$ cat src/rtl/pic_pkg.sv
`timescale 1ns / 1ps
// ----------------------------------------------------------------------------
// pic_pkg: shared types and codes of the platform interrupt controller
// Request and region codes, and the command and status bundles exchanged
// between the sequencer and the datapath.
// ----------------------------------------------------------------------------
package pic_pkg;

	localparam logic [1:0] REQ_IDLE  = 2'd0;
	localparam logic [1:0] REQ_READ  = 2'd1;
	localparam logic [1:0] REQ_WRITE = 2'd2;

	localparam logic [1:0] RGN_PRIO  = 2'd0;
	localparam logic [1:0] RGN_EN    = 2'd1;
	localparam logic [1:0] RGN_THR   = 2'd2;
	localparam logic [1:0] RGN_CLAIM = 2'd3;

	localparam int WORD_BITS = 32;
	localparam int PRIO_W    = 3;
	localparam int SRC_W     = 6;
	localparam int TGT_MAX   = 2;

	// commands from the sequencer
	typedef struct packed {
		logic load;      // capture request, run gateway and access
		logic scan_init; // start arbitration scan
		logic scan_step; // examine one source for each target
		logic claim_fin; // apply claim result, form read data
		logic done;      // latch irq flags
	} cmd_t;

	// status back to the sequencer
	typedef struct packed {
		logic scan_last;  // last source of the scan
		logic is_claim;   // request is a claim read
		logic clr_busy;   // priority memory clearing pass running
	} stat_t;

endpackage

$ cat src/rtl/pic_datapath.sv
`timescale 1ns / 1ps
// ----------------------------------------------------------------------------
// pic_datapath: register file, gateways and arbitration scan
// Holds priorities, enables, thresholds, pending and in-service bits, and
// scans the sources one per cycle to find the best one for every target.
// ----------------------------------------------------------------------------
module pic_datapath #(
	parameter int NUM_SOURCES  = 64,
	parameter int NUM_TARGETS  = 2,
	parameter int MAX_PRIORITY = 7
) (
	input  logic                clk,
	input  logic                arst_n,
	input  pic_pkg::cmd_t       cmd,
	output pic_pkg::stat_t      stat,
	input  logic [1:0]          req_type,
	input  logic [1:0]          region,
	input  logic                target_id,
	input  logic [5:0]          index,
	input  logic [31:0]         write_data,
	input  logic [63:0]         source_levels,
	output logic [31:0]         read_data,
	output logic                access_error,
	output logic [1:0]          irq_to_targets
);

	localparam int NUM_WORDS = (NUM_SOURCES + 31) / 32;
	localparam logic [63:0] VALID_MASK =
		(64'hFFFF_FFFF_FFFF_FFFF >> (64 - NUM_SOURCES)) & ~64'd1;
	localparam logic [2:0] MAXP = 3'(MAX_PRIORITY);

	logic [2:0]  prio_q [64];
	logic [63:0] en_q [2];
	logic [2:0]  thr_q [2];
	logic [63:0] pend_q, insvc_q;

	// priority memory read port and clearing pass
	logic [2:0]  prio_rd_q;
	logic [5:0]  prio_raddr;
	logic        prio_we;
	logic        prd_pend_q;
	logic        clr_busy_q;
	logic [5:0]  clr_idx_q;

	// captured request
	logic        rd_q, wr_q;
	logic [1:0]  rgn_q;
	logic        tgt_q;

	// scan state per target
	logic [5:0]  scan_q;
	logic [5:0]  best_q [2];
	logic [2:0]  bestp_q [2];

	logic        rd, wr, tgt_bad, err;
	logic [2:0]  wsat;
	logic [63:0] pend_gw, wdata_sh, wmask_sh;
	logic [5:0]  cbit;

	assign rd = (req_type == pic_pkg::REQ_READ);
	assign wr = (req_type == pic_pkg::REQ_WRITE);
	assign tgt_bad = (NUM_TARGETS < 2) && target_id;
	assign wsat = (write_data > 32'(MAX_PRIORITY)) ? MAXP : write_data[2:0];
	assign pend_gw = pend_q | (source_levels & VALID_MASK & ~insvc_q);
	assign wdata_sh = index[0] ? {write_data, 32'd0} : {32'd0, write_data};
	assign wmask_sh = index[0] ? {32'hFFFF_FFFF, 32'd0} : {32'd0, 32'hFFFF_FFFF};
	assign cbit = write_data[5:0];

	always_comb begin
		err = 1'b0;
		if (rd || wr) begin
			if (region == pic_pkg::RGN_PRIO)
				err = (7'(index) >= 7'(NUM_SOURCES));
			else
				err = tgt_bad || (region == pic_pkg::RGN_EN &&
					7'(index) >= 7'(NUM_WORDS));
		end
	end

	// read address runs one source ahead of the scan index
	assign prio_raddr = cmd.load ? index :
		(cmd.scan_init ? 6'd1 : scan_q + 6'd1);
	assign prio_we = cmd.load && wr && !err && (region == pic_pkg::RGN_PRIO) &&
		(index != 6'd0);

	assign stat.scan_last = (7'(scan_q) == 7'(NUM_SOURCES - 1));
	assign stat.is_claim  = rd_q && (rgn_q == pic_pkg::RGN_CLAIM);
	assign stat.clr_busy  = clr_busy_q;

	// priority memory: clearing pass after reset, then register writes
	always_ff @(posedge clk) begin
		if (clr_busy_q)
			prio_q[clr_idx_q] <= '0;
		else if (prio_we)
			prio_q[index] <= wsat;
		prio_rd_q <= prio_q[prio_raddr];
	end

	// register accesses, gateway and scan
	always_ff @(posedge clk or negedge arst_n) begin
		if (!arst_n) begin
			for (int t = 0; t < 2; t++) begin
				en_q[t] <= '0;
				thr_q[t] <= '0;
				best_q[t] <= '0;
				bestp_q[t] <= '0;
			end
			pend_q <= '0;
			insvc_q <= '0;
			rd_q <= 1'b0;
			wr_q <= 1'b0;
			rgn_q <= '0;
			tgt_q <= 1'b0;
			scan_q <= '0;
			prd_pend_q <= 1'b0;
			clr_busy_q <= 1'b1;
			clr_idx_q <= '0;
			read_data <= '0;
			access_error <= 1'b0;
			irq_to_targets <= '0;
		end else begin
			if (clr_busy_q) begin
				clr_idx_q <= clr_idx_q + 6'd1;
				if (clr_idx_q == 6'd63) clr_busy_q <= 1'b0;
			end
			if (cmd.load) begin
				pend_q <= pend_gw;
				rd_q <= rd && !err;
				wr_q <= wr && !err;
				rgn_q <= region;
				tgt_q <= target_id;
				access_error <= err;
				read_data <= '0;
				prd_pend_q <= rd && !err && (region == pic_pkg::RGN_PRIO);
				if ((rd || wr) && !err) begin
					unique case (region)
						pic_pkg::RGN_PRIO: ;
						pic_pkg::RGN_EN: begin
							if (rd)
								read_data <= index[0] ? en_q[target_id][63:32]
									: en_q[target_id][31:0];
							else
								en_q[target_id] <= ((en_q[target_id] & ~wmask_sh)
									| wdata_sh) & VALID_MASK;
						end
						pic_pkg::RGN_THR: begin
							if (rd) read_data <= 32'(thr_q[target_id]);
							else thr_q[target_id] <= wsat;
						end
						pic_pkg::RGN_CLAIM: begin
							if (wr && write_data != 32'd0 &&
								write_data < 32'(NUM_SOURCES) &&
								en_q[target_id][cbit])
								insvc_q[cbit] <= 1'b0;
						end
						default: ;
					endcase
				end
			end
			// priority read data comes from the registered memory read in the cycle after the transfer
			if (prd_pend_q) begin
				read_data <= 32'(prio_rd_q);
				prd_pend_q <= 1'b0;
			end
			if (cmd.scan_init) begin
				scan_q <= 6'd1;
				for (int t = 0; t < 2; t++) begin
					best_q[t] <= '0;
					bestp_q[t] <= thr_q[t];
				end
			end
			if (cmd.scan_step) begin
				scan_q <= scan_q + 6'd1;
				for (int t = 0; t < 2; t++) begin
					if (pend_q[scan_q] && en_q[t][scan_q] && prio_rd_q > bestp_q[t]) begin
						best_q[t] <= scan_q;
						bestp_q[t] <= prio_rd_q;
					end
				end
			end
			if (cmd.claim_fin) begin
				read_data <= 32'(best_q[tgt_q]);
				if (best_q[tgt_q] != 6'd0) begin
					pend_q[best_q[tgt_q]] <= 1'b0;
					insvc_q[best_q[tgt_q]] <= 1'b1;
				end
			end
			if (cmd.done) begin
				for (int t = 0; t < 2; t++)
					irq_to_targets[t] <= (t < NUM_TARGETS) && (best_q[t] != 6'd0);
			end
		end
	end

endmodule

$ cat src/rtl/pic_ctrl.sv
`timescale 1ns / 1ps
// ----------------------------------------------------------------------------
// pic_ctrl: request sequencer
// Takes a request, runs the datapath through access, a scan for claims,
// a second scan for the irq flags, then offers the result.
// ----------------------------------------------------------------------------
module pic_ctrl (
	input  logic           clk,
	input  logic           arst_n,
	input  logic           in_valid,
	output logic           in_ready,
	output logic           out_valid,
	input  logic           out_ready,
	output pic_pkg::cmd_t  cmd,
	input  pic_pkg::stat_t stat
);

	typedef enum logic [2:0] {
		S_IDLE, S_INIT1, S_SCAN1, S_CLAIM, S_INIT2, S_SCAN2, S_DONE, S_OUT
	} state_t;

	state_t state_q;

	assign in_ready = (state_q == S_IDLE) && !stat.clr_busy;

	always_comb begin
		cmd = '0;
		cmd.load      = in_valid && in_ready;
		cmd.scan_init = (state_q == S_INIT1) || (state_q == S_INIT2);
		cmd.scan_step = (state_q == S_SCAN1) || (state_q == S_SCAN2);
		cmd.claim_fin = (state_q == S_CLAIM);
		cmd.done      = (state_q == S_DONE);
	end

	// state register and output valid
	always_ff @(posedge clk or negedge arst_n) begin
		if (!arst_n) begin
			state_q <= S_IDLE;
			out_valid <= 1'b0;
		end else begin
			unique case (state_q)
				S_IDLE:  if (in_valid && in_ready) state_q <= S_INIT1;
				S_INIT1: state_q <= stat.is_claim ? S_SCAN1 : S_INIT2;
				S_SCAN1: if (stat.scan_last) state_q <= S_CLAIM;
				S_CLAIM: state_q <= S_INIT2;
				S_INIT2: state_q <= S_SCAN2;
				S_SCAN2: if (stat.scan_last) state_q <= S_DONE;
				S_DONE: begin
					state_q <= S_OUT;
					out_valid <= 1'b1;
				end
				S_OUT: if (out_ready) begin
					state_q <= S_IDLE;
					out_valid <= 1'b0;
				end
				default: state_q <= S_IDLE;
			endcase
		end
	end

endmodule

$ cat src/rtl/platform_interrupt_controller.sv
`timescale 1ns / 1ps
// ----------------------------------------------------------------------------
// platform_interrupt_controller: register-mapped platform interrupt controller
// Level gateways, priority/enable/threshold registers, claim and complete.
// ----------------------------------------------------------------------------
//  channel | handshake            | payload
//  in      | in_valid / in_ready  | req_type region target_id index
//          |                      | write_data source_levels
//  out     | out_valid / out_ready| read_data access_error irq_to_targets
//
// The result is offered once the scan for the irq flags is done, and a claim runs
// a scan of its own before it: a sequential scan examines one source per cycle.
// A new request waits until the receiver takes the last result: one request at a time.
// After reset a clearing pass zeroes the priority memory; input waits.
// An output stall holds the result and blocks the input.
module platform_interrupt_controller #(
	parameter int NUM_SOURCES  = 64,
	parameter int NUM_TARGETS  = 2,
	parameter int MAX_PRIORITY = 7
) (
	input  logic        clk,
	input  logic        arst_n,
	input  logic        in_valid,
	output logic        in_ready,
	input  logic [1:0]  req_type,
	input  logic [1:0]  region,
	input  logic        target_id,
	input  logic [5:0]  index,
	input  logic [31:0] write_data,
	input  logic [63:0] source_levels,
	output logic        out_valid,
	input  logic        out_ready,
	output logic [31:0] read_data,
	output logic        access_error,
	output logic [1:0]  irq_to_targets
);

	pic_pkg::cmd_t  cmd;
	pic_pkg::stat_t stat;

	// sequencer
	pic_ctrl u_ctrl (
		.clk(clk), .arst_n(arst_n), .in_valid(in_valid), .in_ready(in_ready),
		.out_valid(out_valid), .out_ready(out_ready), .cmd(cmd), .stat(stat)
	);

	// datapath
	pic_datapath #(
		.NUM_SOURCES(NUM_SOURCES), .NUM_TARGETS(NUM_TARGETS),
		.MAX_PRIORITY(MAX_PRIORITY)
	) u_dp (
		.clk(clk), .arst_n(arst_n), .cmd(cmd), .stat(stat),
		.req_type(req_type), .region(region), .target_id(target_id),
		.index(index), .write_data(write_data), .source_levels(source_levels),
		.read_data(read_data), .access_error(access_error),
		.irq_to_targets(irq_to_targets)
	);

endmodule

$ cat config.mk
export PLATFORM = sky130hd
export DESIGN_NAME = platform_interrupt_controller
export DESIGN_NICKNAME = d
export VERILOG_FILES = /design/src/rtl/pic_pkg.sv /design/src/rtl/pic_datapath.sv /design/src/rtl/pic_ctrl.sv /design/src/rtl/platform_interrupt_controller.sv
export SDC_FILE = /design/constraint.sdc
export NUM_CORES = 1
export LEC_CHECK = 0
export BUFFER_PORTS_ARGS = -buffer_cell sky130_fd_sc_hd__buf_2
export CAP_MARGIN = 20
export CORE_ASPECT_RATIO = 1.2
export CORE_MARGIN = 2
export CORE_UTILIZATION = 60
export CTS_CLUSTER_SIZE = 24
export DETAILED_ROUTE_END_ITERATION = 6
export PLACE_DENSITY = 0.84
export SLEW_MARGIN = 5
export SYNTH_ARGS = -nofsm -noshare
export SYNTH_HDL_FRONTEND = slang
export SYNTH_HIERARCHICAL = 1
export SYNTH_SLANG_ARGS = --single-unit
$ cat constraint.sdc
create_clock -name clk -period 7.52 [get_ports clk]
set_input_delay 0.752 -clock clk [delete_from_list [all_inputs] [get_ports clk]]
set_output_delay 0.752 -clock clk [all_outputs]
set_load 0.05 [all_outputs]
==> metrics.md <==
| Metric | Value |
|---|---|
| Final-layout fill cell count | 2840 |
| Net Sw Frac | 21.5% |
| Max-cap violations | 0 |
| Gr ovfl total | 0 |
| Cts hold-fix bufs | 0 |
| Final slew viol count | 0 |
| Antenna Nets Post-Route | 0 |
| Hold slack | 0.160 ns |
| Core Box Area | 42000 µm² |
| Comb power frac | 2.9% |
| TritonCTS clock tree | done |
| Hold Fails Final Rpt | 0 |
| Top cells by area, synth | dfrtp_1 32%, edfxtp_1 22%, mux4_2 9.7%, mux2_2 5.8%, mux2i_1 5.2% |
| Seq pwr share | 51.0% |
| Post-synth EDFFs | 192 |
| Post-CTS Resized | 0 |
| Most frequent cell after synthesis | dfrtp_1 |
| Antenna violations before repair | 5 |
| Most used cell, CP | mux2i_1 |
| Iteration-0 DRC Markers | 2221 |
| Synthesized cell area | 25600 µm² |
| DRC viols | 1 |
| PwrDens | 204 nW/µm² |
| P&R area growth vs syn | 11.3% |
| Async S/R FF share, synth | 63.1% |
| Num Clock Sinks | 529 |
| Tot GR Track Use | 32.7% |
| Yosys warns | 6 |
| WP data required | 7.99 ns |
| Initial Util | 61.1% |
| DP Wirelength | 46.8 mm |
| Drt pass-1 iters | 7 |
| Site row count | 82 |
| Worst-skew pair later-pin latency | 0.62 ns |
| Pint | 4570 µW |
| Layout cell share with drive strength beyond 1 | 24.9% |
| Clock power share | 46.1% |
| Maximum clock rate | 229 MHz |
| Status | complete, but fails checks |
| DRT Wirelength | 71.6 mm |
| Via count | 18.3k |
| Lkg Pwr | 0.0112 µW |
| CTS clk-pin slew, worst paths | 0.07 ns |
| Post-synth top flop | dfrtp_1 |
| Worst Hold Class | input pin to async pin |
| CP arrival | 4.84 ns |
| First-pass GRT wire length | 109 mm |
| Endpoint type of the worst setup path | flop |
| Die Wd | 193 µm |
| Slew HR | 15.9% |
| Worst IR drop on VDD | 0.000214 V |
| Mapped Cells | 2013 |
| Dpl ws | 3.23 ns |
| Period utilisation layout | 58.1% |
| Vias in the first global route | 18.6k |
| Final setup viols | 0 |
| Cell Chain, Critical Path | buf_4, ha_1, nor3b_1, a21oi_4, buf_4, mux4_2, mux2i_1, mux2i_1, mux2i_1, mux2i_1 |
| Largest area contributor in the netlist | dfrtp_1 |
| Via density | 6.77 |
| Die Span Y | 230 µm |
| Syn_area_per_cell | 12.7 µm² |
| Unrepaired setup endpoints after global routing | no |
| Num CTS Buffers | 51 |
| # nets final | 2241 |
| Post-CTS Repair Setup Buffers | 0 |
| CP max stage cell | a21oi_4 |
| Worst Slack Setup Final | 3.15 ns |
| Yosys cell types | 82 |
| Fin cells | 2709 |
| Final TNS setup | 0 ns |
| Failing checks | design-rule violations |
| Die ar. | 44400 µm² |
| Placer Congestion | 0.947 |
| Top post-synthesis cells by count | 333 x dfrtp_1, 207 x nand2_1, 192 x edfxtp_1, 192 x nor2_1, 134 x mux2i_1 |
| Reported net switching power | 1260 µW |
| Critical Path Fanout Max | 50 |
| Clock Skew | 0.0283 ns |
| Largest net degree at the start of global routing | 184 |
| Worst-margin pin slew | 1.26 ns |
| Area share of the largest cell type after synthesis | 32.5% |
| Port buffer count | 146 |
| Crit path kind | flop to flop |
| Post-Syn Nets | 2138 |
| Deepest clock path buffer count | 3 |
| Io pins | 148 |
| Startpoint class of the critical path | flop |
| Min Tclk post-route | 4.37 ns |
| Max stage delay on crit path | 0.70 ns |
| Cells after DPL | 2608 |
| CTS HTree Levels | 2 |
| DR WL/cell | 26.4 µm |
| Sequential share of the synthesized area | 55.3% |
| CTS root buf | clkbuf_16 |
| FF+latch count, synth | 529 |
==> cell families (layout without fill, tap and decap cells) <==
family                     Yosys count  count (layout)  synth area share, %
AOI/OAI and AO/OA                  360             360                 9.65
xor gates and xnor gates            10              10                0.342
adders and majority gates           14              14                0.683
buffers and inverters              172             315                 3.02
DFF                                529             529                 55.3
muxes                              387             387                 21.4
other                                0               7                    0
and+or+nand+nor                    541             541                 9.62
==> registers in the layout (all words and copies together) (netlist names), 2 cells and up <==
register,count
u_dp/insvc_q,63
u_dp/read_data,32
u_dp/irq_to_targets,2
u_dp/best_q,12
u_dp/clr_idx_q,6
u_dp/bestp_q,6
u_dp/prio_rd_q,3
u_ctrl/state_q,3
u_dp/prio_q,192
u_dp/scan_q,6
u_dp/en_q,126
u_dp/pend_q,64
u_dp/thr_q,6
u_dp/rgn_q,2
==> placed cells by master (no fill, tap or decap), drive strengths merged, types with 8 or more instances in the layout <==
cell type / n
a21o: 20
a21oi: 30
a22o: 24
a22oi: 21
a31oi: 25
and2: 8
buf: 174
bufinv: 8
clkbuf: 59
clkinv: 24
dfrtp: 333
edfxtp: 192
ha: 14
inv: 48
mux2: 142
mux2i: 134
mux4: 111
nand2: 207
nand2b: 18
nand3: 28
nand3b: 8
nand4: 9
nor2: 192
nor2b: 19
nor3: 11
nor3b: 8
nor4: 10
o21ai: 129
o22a: 43
o2bb2ai: 12
==> through the flow <==
stage / cell area [µm²] / util (%) / total power (µW)
after global placement: 26800 / 63.8 / 3190
after floorplan: 25600 / - / 3090
after CTS: 28500 / 67.9 / 5850
final: 28500 / 68.0 / 5830
after global routing: 28500 / 68.0 / 5980
after detailed placement: 26800 / 63.8 / 3190
==> power groups by stage <==
stage / Clock [µW] / Combinational (µW) / Sequential, µW
3_3_place_gp: 0 / 163 / 3030
5_1_grt: 2830 / 182 / 2970
2_1_floorplan: 0 / 64.3 / 3030
4_1_cts: 2710 / 167 / 2970
3_5_place_dp: 0 / 166 / 3030
6_report: 2690 / 169 / 2970
==> area by class of cell <==
class / instances / area [µm²] / share of cell area (%)
inverters: 48 / 180 / 0.631
clock inverters: 34 / 418 / 1.46
well taps: 546 / 683 / 2.39
multi-input cells: 1312 / 10700 / 37.6
clock buffers: 59 / 1330 / 4.65
repair buffers: 174 / 978 / 3.43
flip-flops and latches: 529 / 14200 / 49.7
diodes: 7 / 17.5 / 0.0614
==> critical path, delay by kind of cell, from the launching register on <==
family | cells | cell delay [ns]
fa+ha+maj | 1 | 0.37
flops | 1 | 0.34
simple gates | 1 | 0.17
buf+inv | 2 | 1.21
mux | 5 | 1.39
compound gates | 1 | 0.70
==> routing by layer <==
metal | GRT usage, % | routed length, µm | up-vias
li1 | - | - | 7727
met1 | 41.2 | 25400 | 9146
met2 | 52.6 | 34200 | 1157
met3 | 7.49 | 7640 | 311
met4 | 17.9 | 4370 | 4
met5 | 0 | 30 | -
==> worst paths after layout <==
| path | startpoint | to | slack, ns | cells after the start |
|---|---|---|---|---|
| max reg2reg | u_dp/scan_q[1] | u_dp/prio_rd_q[0] | 3.15 | 10 |
| min reg2reg | u_dp/pend_q[0] | u_dp/pend_q[0] | 0.39 | 0 |
| max in group asynchronous | arst_n | u_dp/scan_q[0] | 5.87 | 2 |
| min in group clk | u_dp/pend_q[0] | u_dp/pend_q[0] | 0.39 | 0 |
| min | arst_n | u_dp/read_data[26] | 0.16 | 1 |
| max | u_dp/scan_q[1] | u_dp/prio_rd_q[0] | 3.15 | 10 |
Note: power is estimated with default switching activity, not from simulation.
